===== config.mk =====
export PLATFORM = sky130hd
export DESIGN_NAME = timed_event_queue
export DESIGN_NICKNAME = d
export VERILOG_FILES = /design/src/hw/rtl/teq_pkg.sv /design/src/hw/rtl/timed_event_queue.sv /design/src/hw/rtl/teq_ctrl.sv /design/src/hw/rtl/teq_dpath.sv
export VERILOG_INCLUDE_DIRS = /design/src /design/src/hw/rtl
export SDC_FILE = /design/constraint.sdc
export NUM_CORES = 2
export LEC_CHECK = 0
export BUFFER_PORTS_ARGS = -buffer_cell sky130_fd_sc_hd__buf_2
export CELL_PAD_IN_SITES_DETAIL_PLACEMENT = 0
export CELL_PAD_IN_SITES_GLOBAL_PLACEMENT = 1
export CORE_MARGIN = 4
export CORE_UTILIZATION = 55
export DETAILED_ROUTE_END_ITERATION = 8
export GPL_ROUTABILITY_DRIVEN = 0
export PLACE_DENSITY_LB_ADDON = 0.15
export RECOVER_POWER = 25
export SLEW_MARGIN = 30
export SYNTH_ARGS = -nofsm -noshare
export SYNTH_HDL_FRONTEND = slang
export SYNTH_SLANG_ARGS = --single-unit

===== constraint.sdc =====
create_clock -name clk -period 22.8 [get_ports clk]
set_input_delay 4.56 -clock clk [delete_from_list [all_inputs] [get_ports clk]]
set_output_delay 4.56 -clock clk [all_outputs]
set_load 0.05 [all_outputs]

===== src/hw/rtl/timed_event_queue_defines.svh =====
// Assertion macros for the timed event queue RTL, used by teq_ctrl.
// Needs clk and rst_n in the scope of the module that uses them.
`ifndef TIMED_EVENT_QUEUE_DEFINES_SVH
`define TIMED_EVENT_QUEUE_DEFINES_SVH

// Same-cycle implication, checked outside reset.
`define TEQ_ASSERT_IMP(lbl, ante, cons, msg) \
  lbl: assert property (@(posedge clk) disable iff (!rst_n) (ante) |-> (cons)) \
    else $error(msg);

// Next-cycle implication, checked outside reset.
`define TEQ_ASSERT_NXT(lbl, ante, cons, msg) \
  lbl: assert property (@(posedge clk) disable iff (!rst_n) (ante) |=> (cons)) \
    else $error(msg);

`endif


===== src/hw/rtl/teq_pkg.sv =====
// Shared types and constants for the timed event queue.
// No dependencies; imported by every module of the block.
`default_nettype none

package teq_pkg;

  localparam int QUEUE_DEPTH = 16;
  localparam int ID_BITS     = 4;
  localparam int DEADLINE_W  = 64;
  localparam int EVENT_ID_W  = 4;
  localparam int CNT_W       = $clog2(QUEUE_DEPTH + 1);

  typedef enum logic [1:0] {
    REQ_SCHEDULE   = 2'd0,
    REQ_CANCEL_ID  = 2'd1,
    REQ_POP        = 2'd2,
    REQ_CANCEL_ALL = 2'd3
  } req_type_t;

  typedef struct packed {
    req_type_t               req_type;
    logic [DEADLINE_W-1:0]   deadline;
    logic [EVENT_ID_W-1:0]   event_id;
    logic [DEADLINE_W-1:0]   current_cycle;
  } in_item_t;

  typedef struct packed {
    logic [DEADLINE_W-1:0]   next_event;
    logic                    popped_valid;
    logic [EVENT_ID_W-1:0]   popped_id;
    logic                    dropped;
  } out_item_t;

  // Controller -> datapath
  typedef struct packed {
    logic load;
    logic sched;
    logic cancel_one;
    logic pop;
    logic clear;
  } teq_cmd_t;

  // Datapath -> controller
  typedef struct packed {
    req_type_t req_type;
    logic      cancel_hit;
  } teq_sts_t;

endpackage

`default_nettype wire


===== src/hw/rtl/timed_event_queue.sv =====
// Channel   Direction  Handshake          Payload
// in_       input      in_valid/in_stall  teq_pkg::in_item_t  (request)
// out_      output     out_valid/out_stall teq_pkg::out_item_t (result)
//
// Schedule, pop and cancel-all: request registered on acceptance, run in ST_EXEC, result valid in ST_DONE.
// Cancel by id: ST_EXEC repeats while an entry matches, one removed per cycle through the shift queue.
// One request in flight; the next is taken the cycle after its result is taken.
// Reset clears entry count and next_event; queue cells need no clearing.
// A stalled result holds its value; the input stays stalled until it leaves.
`default_nettype none

module timed_event_queue (
  input  wire logic              clk,
  input  wire logic              rst_n,
  input  wire logic              in_valid,
  output logic                   in_stall,
  input  wire teq_pkg::in_item_t in_data,
  output logic                   out_valid,
  input  wire logic              out_stall,
  output teq_pkg::out_item_t     out_data
);
  import teq_pkg::*;

  teq_cmd_t cmd;
  teq_sts_t sts;

  teq_ctrl u_ctrl (
    .clk       (clk),
    .rst_n     (rst_n),
    .in_valid  (in_valid),
    .in_stall  (in_stall),
    .out_valid (out_valid),
    .out_stall (out_stall),
    .cmd       (cmd),
    .sts       (sts)
  );

  teq_dpath u_dpath (
    .clk      (clk),
    .rst_n    (rst_n),
    .in_data  (in_data),
    .cmd      (cmd),
    .sts      (sts),
    .out_data (out_data)
  );

endmodule

`default_nettype wire


===== src/hw/rtl/teq_ctrl.sv =====
// Request sequencer for the timed event queue.
// Depends on teq_pkg and timed_event_queue_defines.svh.
`default_nettype none
`include "timed_event_queue_defines.svh"

module teq_ctrl (
  input  wire logic              clk,
  input  wire logic              rst_n,
  input  wire logic              in_valid,
  output logic                   in_stall,
  output logic                   out_valid,
  input  wire logic              out_stall,
  output teq_pkg::teq_cmd_t      cmd,
  input  wire teq_pkg::teq_sts_t sts
);
  import teq_pkg::*;

  typedef enum logic [2:0] {
    ST_IDLE = 3'b001,
    ST_EXEC = 3'b010,
    ST_DONE = 3'b100
  } state_t;

  state_t state_r, state_nxt;

  always_comb begin
    state_nxt = state_r;
    cmd       = '0;
    case (state_r)
      ST_IDLE: begin
        if (in_valid) begin
          cmd.load  = 1'b1;
          state_nxt = ST_EXEC;
        end
      end
      ST_EXEC: begin
        case (sts.req_type)
          REQ_SCHEDULE: begin
            cmd.sched = 1'b1;
            state_nxt = ST_DONE;
          end
          REQ_CANCEL_ID: begin
            // drop one matching entry per cycle until none is left
            if (sts.cancel_hit) begin
              cmd.cancel_one = 1'b1;
            end else begin
              state_nxt = ST_DONE;
            end
          end
          REQ_POP: begin
            cmd.pop   = 1'b1;
            state_nxt = ST_DONE;
          end
          default: begin
            cmd.clear = 1'b1;
            state_nxt = ST_DONE;
          end
        endcase
      end
      ST_DONE: begin
        if (!out_stall) begin
          state_nxt = ST_IDLE;
        end
      end
      default: begin
        state_nxt = ST_IDLE;
      end
    endcase
  end

  always_ff @(posedge clk) begin
    if (!rst_n) begin
      state_r <= ST_IDLE;
    end else begin
      state_r <= state_nxt;
    end
  end

  assign in_stall  = (state_r != ST_IDLE);
  assign out_valid = (state_r == ST_DONE);

  `TEQ_ASSERT_IMP(a_busy_while_result, out_valid, in_stall, "input open while result pending")
  `TEQ_ASSERT_NXT(a_accept_starts_exec, in_valid && !in_stall, in_stall && !out_valid, "accepted transaction did not start execution")
  `TEQ_ASSERT_NXT(a_result_frees_input, out_valid && !out_stall, !in_stall && !out_valid, "input not reopened after result taken")
  `TEQ_ASSERT_IMP(a_cancel_needs_hit, cmd.cancel_one, sts.cancel_hit && !cmd.sched && !cmd.pop, "cancel step without a matching entry")

endmodule

`default_nettype wire


===== src/hw/rtl/teq_dpath.sv =====
// Sorted shift-register queue with request and result registers.
// Depends on teq_pkg; driven by teq_ctrl commands.
`default_nettype none

module teq_dpath (
  input  wire logic              clk,
  input  wire logic              rst_n,
  input  wire teq_pkg::in_item_t in_data,
  input  wire teq_pkg::teq_cmd_t cmd,
  output teq_pkg::teq_sts_t      sts,
  output teq_pkg::out_item_t     out_data
);
  import teq_pkg::*;

  logic [DEADLINE_W-1:0] deadline_r [QUEUE_DEPTH];
  logic [ID_BITS-1:0]    id_r       [QUEUE_DEPTH];
  logic [CNT_W-1:0]      count_r;
  logic [DEADLINE_W-1:0] next_event_r;

  in_item_t              req_r;
  logic                  popped_valid_r;
  logic [ID_BITS-1:0]    popped_id_r;
  logic                  dropped_r;

  logic [QUEUE_DEPTH-1:0] stop;
  logic [QUEUE_DEPTH-1:0] ins_ge;
  logic [QUEUE_DEPTH-1:0] match;
  logic [QUEUE_DEPTH-1:0] match_ge;
  logic [ID_BITS-1:0]     req_id;
  logic                   full;
  logic                   do_insert;

  assign req_id    = req_r.event_id[ID_BITS-1:0];
  assign full      = (count_r == CNT_W'(QUEUE_DEPTH));
  assign do_insert = cmd.sched && !full;

  // Insert point: first cell that is empty or holds a later deadline (wrap-aware).
  always_comb begin
    logic [DEADLINE_W-1:0] diff;
    for (int i = 0; i < QUEUE_DEPTH; i++) begin
      diff     = req_r.deadline - deadline_r[i];
      stop[i]  = (CNT_W'(i) >= count_r) || diff[DEADLINE_W-1];
      match[i] = (CNT_W'(i) < count_r) && (id_r[i] == req_id);
    end
    ins_ge[0]   = stop[0];
    match_ge[0] = match[0];
    for (int i = 1; i < QUEUE_DEPTH; i++) begin
      ins_ge[i]   = ins_ge[i-1] | stop[i];
      match_ge[i] = match_ge[i-1] | match[i];
    end
  end

  genvar g;
  generate
    for (g = 0; g < QUEUE_DEPTH; g++) begin : g_cell
      logic [DEADLINE_W-1:0] below_dl;
      logic [ID_BITS-1:0]    below_id;
      logic [DEADLINE_W-1:0] above_dl;
      logic [ID_BITS-1:0]    above_id;
      logic                  first;

      if (g == 0) begin : g_head
        assign below_dl = req_r.deadline;
        assign below_id = req_id;
        assign first    = ins_ge[0];
      end else begin : g_body
        assign below_dl = deadline_r[g-1];
        assign below_id = id_r[g-1];
        assign first    = ins_ge[g] & ~ins_ge[g-1];
      end

      if (g == QUEUE_DEPTH - 1) begin : g_tail
        assign above_dl = deadline_r[g];
        assign above_id = id_r[g];
      end else begin : g_mid
        assign above_dl = deadline_r[g+1];
        assign above_id = id_r[g+1];
      end

      always_ff @(posedge clk) begin
        if (do_insert && ins_ge[g]) begin
          deadline_r[g] <= first ? req_r.deadline : below_dl;
          id_r[g]       <= first ? req_id : below_id;
        end else if (cmd.pop || (cmd.cancel_one && match_ge[g])) begin
          deadline_r[g] <= above_dl;
          id_r[g]       <= above_id;
        end
      end
    end
  endgenerate

  always_ff @(posedge clk) begin
    if (!rst_n) begin
      count_r      <= '0;
      next_event_r <= '0;
    end else begin
      if (do_insert) begin
        count_r      <= count_r + CNT_W'(1);
        next_event_r <= ins_ge[0] ? req_r.deadline : deadline_r[0];
      end else if (cmd.cancel_one) begin
        count_r <= count_r - CNT_W'(1);
      end else if (cmd.pop) begin
        if (count_r != '0) begin
          count_r <= count_r - CNT_W'(1);
        end
        next_event_r <= (count_r > CNT_W'(1)) ? deadline_r[1]
                                               : req_r.current_cycle - DEADLINE_W'(1);
      end else if (cmd.clear) begin
        count_r <= '0;
      end
    end
  end

  always_ff @(posedge clk) begin
    if (cmd.load) begin
      req_r          <= in_data;
      popped_valid_r <= 1'b0;
      popped_id_r    <= '0;
      dropped_r      <= 1'b0;
    end else if (cmd.sched && full) begin
      dropped_r <= 1'b1;
    end else if (cmd.pop && (count_r != '0)) begin
      popped_valid_r <= 1'b1;
      popped_id_r    <= id_r[0];
    end
  end

  assign sts.req_type   = req_r.req_type;
  assign sts.cancel_hit = match_ge[QUEUE_DEPTH-1];

  assign out_data.next_event   = next_event_r;
  assign out_data.popped_valid = popped_valid_r;
  assign out_data.popped_id    = EVENT_ID_W'(popped_id_r);
  assign out_data.dropped      = dropped_r;

endmodule

`default_nettype wire


# Yosys cells after proc, flatten, opt, wreduce, memory -nomap -nowiden
# Memory sizes are Yosys's and may differ from the RTL's.
# Cells that the tools add are included.
dict set report totals {
  regBits 212
  latchBits 0
  ramBits 1088
  romBits 0
  in_bits 138
  out_inout_bits 72
  elab_cells 443
  memories 2
}
dict set report classes {
  n_addsub 19
  n_mul 0
  div 0
  magnitude_cmp 33
  n_eq_ne 28
  n_shift 0
  n_mux 165
  bitwise_logic 93
  n_reduce_logical 93
}
# name depth word_bits read_ports rd_ports_with_merged_regs wr line
set memory_table {}
lappend memory_table {u_dpath.deadline_r 16 64 16 0 16 teq_dpath.sv:15} ;# logic [DEADLINE_W-1:0] deadline_r [QUEUE_DEPTH];
lappend memory_table {u_dpath.id_r 16 4 16 0 16 teq_dpath.sv:16} ;# logic [ID_BITS-1:0] id_r [QUEUE_DEPTH];
# cell n
set ops {}
lappend ops {{two-way mux 64 bit} 36}
lappend ops {{subtractor 64 bit} 16}
lappend ops {{two-way mux 4 bit} 32}
lappend ops {{two-way mux 1 bit} 87}
lappend ops {{== test 4 bit} 16}
lappend ops {{subtractor 64 x 1 -> 64 bit (second input constant)} 1}
lappend ops {{OR 1 bit} 62}
lappend ops {{logical AND 1 bit} 51}
lappend ops {{greater-or-equal comparator 4 x 5 -> 1 bit (first input constant)} 8}
lappend ops {{< comparator 4 x 5 -> 1 bit (first input constant)} 8}
lappend ops {{logical OR 1 bit} 32}
lappend ops {{two-way mux 5 bit} 5}
lappend ops {{greater-or-equal comparator 3 x 5 -> 1 bit (first input constant)} 4}
lappend ops {{< comparator 3 x 5 -> 1 bit (first input constant)} 4}
lappend ops {{inverter 1 bit} 16}
lappend ops {{bitwise AND 1 bit} 15}
lappend ops {{two-way mux 3 bit} 4}
lappend ops {{greater-or-equal comparator 1 x 5 -> 1 bit (first input constant)} 2}
lappend ops {{greater-or-equal comparator 2 x 5 -> 1 bit (first input constant)} 2}
lappend ops {{< comparator 1 x 5 -> 1 bit (first input constant)} 2}
lappend ops {{< comparator 2 x 5 -> 1 bit (first input constant)} 2}
lappend ops {{case mux 3 bit (3 select lines)} 1}
lappend ops {{inequality test 2 bit (second input constant)} 3}
lappend ops {{AND reduction 2 bit} 3}
lappend ops {{other kinds (19)} 19}

# Longest topological paths before layout
dict set report depth {
  word_depth 26
  mapped_depth 18
  depth_no_buf 13
}

# Modules after synthesis
# From an unflattened synthesis, not the netlist that was laid out.
dict set report hier_totals {
  cells_unflattened 8764
  area_unflattened_um2 91305.1
}
# module instances cells_each area_each_um2 seq_area_each_um2
set by_module_without_submodules {}
lappend by_module_without_submodules {teq_dpath 1 8742 91114.9 38196.6}
lappend by_module_without_submodules {teq_ctrl 1 22 190.2 60.1}

# Least setup slack after synthesis
# OpenSTA, ideal clock, no wires.
dict set report synth_timing {
  kind {input to register}
  startpoint {input in_valid}
  endpoint {register u_dpath.req_r (netlist bit u_dpath.g_cell[0].below_dl[0]), enable pin}
  setup_ps 550
  arrival_time_ps 8490
  slack_ps 13760
  path_stages 2
  path_buffers 1
  cell_sequence {and3_1 clkbuf_1}
}
# item line
set synth_rtl {}
lappend synth_rtl {{start: declaration} timed_event_queue.sv:15} ;# input wire logic in_valid,
lappend synth_rtl {{end signal: assignment} teq_dpath.sv:116} ;# req_r <= in_data;
lappend synth_rtl {{end: declaration} teq_dpath.sv:20} ;# in_item_t req_r;

==> metrics <==
status=finished with violations; violated checks=capacitance limit, slew limit; HP Class=register to register; Post-CTS Hold Fix Bufs=0; Mapped Cells=between 9,000 and 10,000; Post-Route WL=304 mm; cell area after placement=approximately 0.094 mm²; slowest cell delay on critical path=between 3000 and 4000 ps; Num Clock Sinks=1,300; Post-synth EDFFs=about 1,200; Bufs and invs on worst path=2; Setup WS post-layout=11,180 ps; Die W=about 410 µm; Iteration-0 DRC Markers=between 7,000 and 8,000; CP arrival=about 12,000 ps; setup repair bufs after CTS=0; most frequent cells in the layout=edfxtp_1, inv_1, ha_1, nand2_1, a21oi_1; first-pass GRT wire length=452 mm; synthesized flop and latch total=1,300; largest net degree at the start of global routing=between 150 and 200; Fillers=around 14,000; Slew headroom=-226%; fin nets=about 11,000; CTS tree=built; Die Y-Extent=~410 µm; met3 Use GR=approximately 6%; CP endpoint kind=register; final max-slew violation count=826; most crowded layer after global routing=met2; H-tree depth=4; most common cell after layout, fill and taps aside=edfxtp_1; library cells used by synthesis=82; Synth-to-Final Area Change=9.02%; post-CTS sizing=0; row cnt=around 150; Non-Filler Instances=between 10,000 and 15,000; post-route ant nets=0; DR WL/cell=25.7 µm; PortBufs=209; Core Region=0.164 mm²; vias in the first global route=a little over 70,000; DIE AREA=0.172 mm²; share of cells above drive strength 1=7.50%; vias=74,291; Maximum Capacitance Violations=21; drt pass-1 iters=6; met1 Track Usage GR=between 40% and 50%; Power per Cell Area=57.6 mW/mm²; register area share after synthesis=a little over two fifths; register area=approximately 0.038 mm²; Multi-input gate area=around 0.047 mm²; Tot GR Track Use=34.3%; CP required=roughly 23,000 ps; Post-Syn Nets=roughly 11,000; design area=0.0990 mm²; total grt overflow=0; period utilization=51.0%; RSZ-0062 raised after global routing=no; initial antenna violation count=10; Cell Area, Synth=slightly above 0.09 mm²; cells along the critical path=clkbuf_1 > ha_1 > nand4_1 > nor4b_1 > nand4_1 > nor4_1 > o2bb2ai_1 > nor4b_1 > nor2_4 > a21oi_1 > o21ai_0 > clkbuf_1; Avg Cell Area, Syn=between 9 and 10 µm²; Top Ports=210; ys async rst share=0%; Max Freq=86.1 MHz; synth warn=0; CTS Buf Count=about 150; clock-pin slew of the registers on the worst-case setup and hold paths=around 60 ps; Initial Utilization=between 50% and 60%; final setup fails=0; DRC viols=0; CP Max Fanout=a little under 60; crit start category=register; Worst-Skew Late Latency=slightly above 800 ps; Layout Skew=33.9 ps; setup_tns=0 ps; CP max-delay cell=clkbuf_1; vias per cell=about 6.3; maximum vdd ir drop=approximately 0.082 mV; kind of critical path=register to register; minimum clock period=11,620 ps; Least-Margin Pin Slew=approximately 5000 ps; HPWL after detailed placement=~220 mm; Max Root-Sink Buffers=3; Final Hold Viols=0; Synth Flop Type=edfxtp_1; met2 usage=between 50% and 60%; LEAKAGE=about 45 nW; CP top delay family=buffers and inverters; placed cells=11,541; clock root buffer=clkbuf_16; Place WS=around 15,000 ps
registers in the layout (all words and copies together) (netlist names), 4 cells and up:
name                     flops
u_dpath.id_r                64
u_dpath.g_cell.below_dl     64
u_dpath.popped_id_r          4
u_dpath.next_event_r        64
u_dpath.g_cell.below_id      4
u_dpath.count_r              5
u_dpath.deadline_r        1024
u_dpath.req_r               64
cells in the mapped netlist (12+ instances only):
cell type,number,area [µm²]
a21oi_1,916,4580
buf_2,60,300
a221oi_1,19,166
mux2i_1,831,8320
nor2_1,745,2800
mux2_2,70,788
clkbuf_1,455,1710
inv_1,1023,3840
or2_2,12,75.1
a2111oi_0,12,105
dfxtp_1,78,1560
and3_1,58,363
nand3_1,221,1110
xnor2_1,78,683
and2_1,13,81.3
o211ai_1,135,1010
o2111ai_1,12,105
nand4_1,176,1100
o21ai_0,650,3250
nor4_1,40,250
buf_1,77,289
nor2b_1,24,150
o221ai_1,74,648
or3_1,17,106
edfxtp_1,1222,36700
o311ai_0,34,298
ha_1,998,12500
nor3_1,60,300
o21a_1,30,225
a211oi_1,73,548
a21o_1,81,608
a31oi_1,22,138
nand2b_1,29,181
xor2_1,61,534
and4_1,26,228
nand2_1,981,3680
cells by family after synthesis:
family | Yosys count | synth area share [%]
compound gates | 2162 | 13.8
xor+xnor | 139 | 1.34
fa+ha+maj | 998 | 13.7
buf+inv | 1626 | 6.86
flops | 1300 | 42.1
mux | 906 | 10.1
simple gates | 2452 | 12.0
routing by layer:
layer  wire length [µm]  share of wire [%]  vias to the layer above
met5                 52              0.017                        -
met4              22600                7.4                        8
met3              23600                7.8                      749
met2             141000                 46                     3072
met1             117000                 38                    36146
li1                   -                  -                    34316
worst register-to-register path: stages (launching register included):
cell and delay, ps:
edfxtp_1 320, clkbuf_1 1410, ha_1 430, nand4_1 390, nor4b_1 1210, nand4_1 710
nor4_1 390, o2bb2ai_1 250, nor4b_1 160, nor2_4 160, a21oi_1 80, o21ai_0 1950
clkbuf_1 3540
final timing paths:
| check | start | to | slack [ps] | cells past startpoint |
|---|---|---|---|---|
| worst max-delay path | u_dpath.g_cell[0].below_dl[53]$_DFFE_PP_ | u_dpath.deadline_r[0][103]$_DFFE_PP_ | 11180 | 12 |
| worst min-delay path | u_dpath.popped_valid_r$_SDFFE_PP0P_ | u_dpath.popped_valid_r$_SDFFE_PP0P_ | 480 | 2 |
| worst max register to register | u_dpath.g_cell[0].below_dl[53]$_DFFE_PP_ | u_dpath.deadline_r[0][103]$_DFFE_PP_ | 11180 | 12 |
| worst min register to register | u_dpath.popped_valid_r$_SDFFE_PP0P_ | u_dpath.popped_valid_r$_SDFFE_PP0P_ | 480 | 2 |
area by class of cell:
cell class                 instances  area share, %
antenna                            8         0.0202
clock buffer                     196           4.23
clock inverter                    90          0.739
inverter                        1023           3.88
multi-input combinational       6657           47.3
sequential                      1300           38.6
tap                             2175           2.75
timing repair buffer             387           2.44
where the power goes:
group | internal, mW | leakage (nW) | switching, mW
combinational | 0.182 | 30.7 | 0.378
clock | 1.42 | 2.42 | 1.06
sequential | 2.64 | 11.7 | 0.0303
total | 4.24 | 44.8 | 1.47
metrics by stage:
step                utilization, %  power, mW  hold slack, ps
floorplan                        -       3.06             442
global placement              57.5       3.24             456
detailed placement            57.7       3.26             464
CTS                           60.7       5.72             477
global route                  60.6       5.89             521
finish                        60.6       5.71             477
Power figures use the tool's default switching activity.
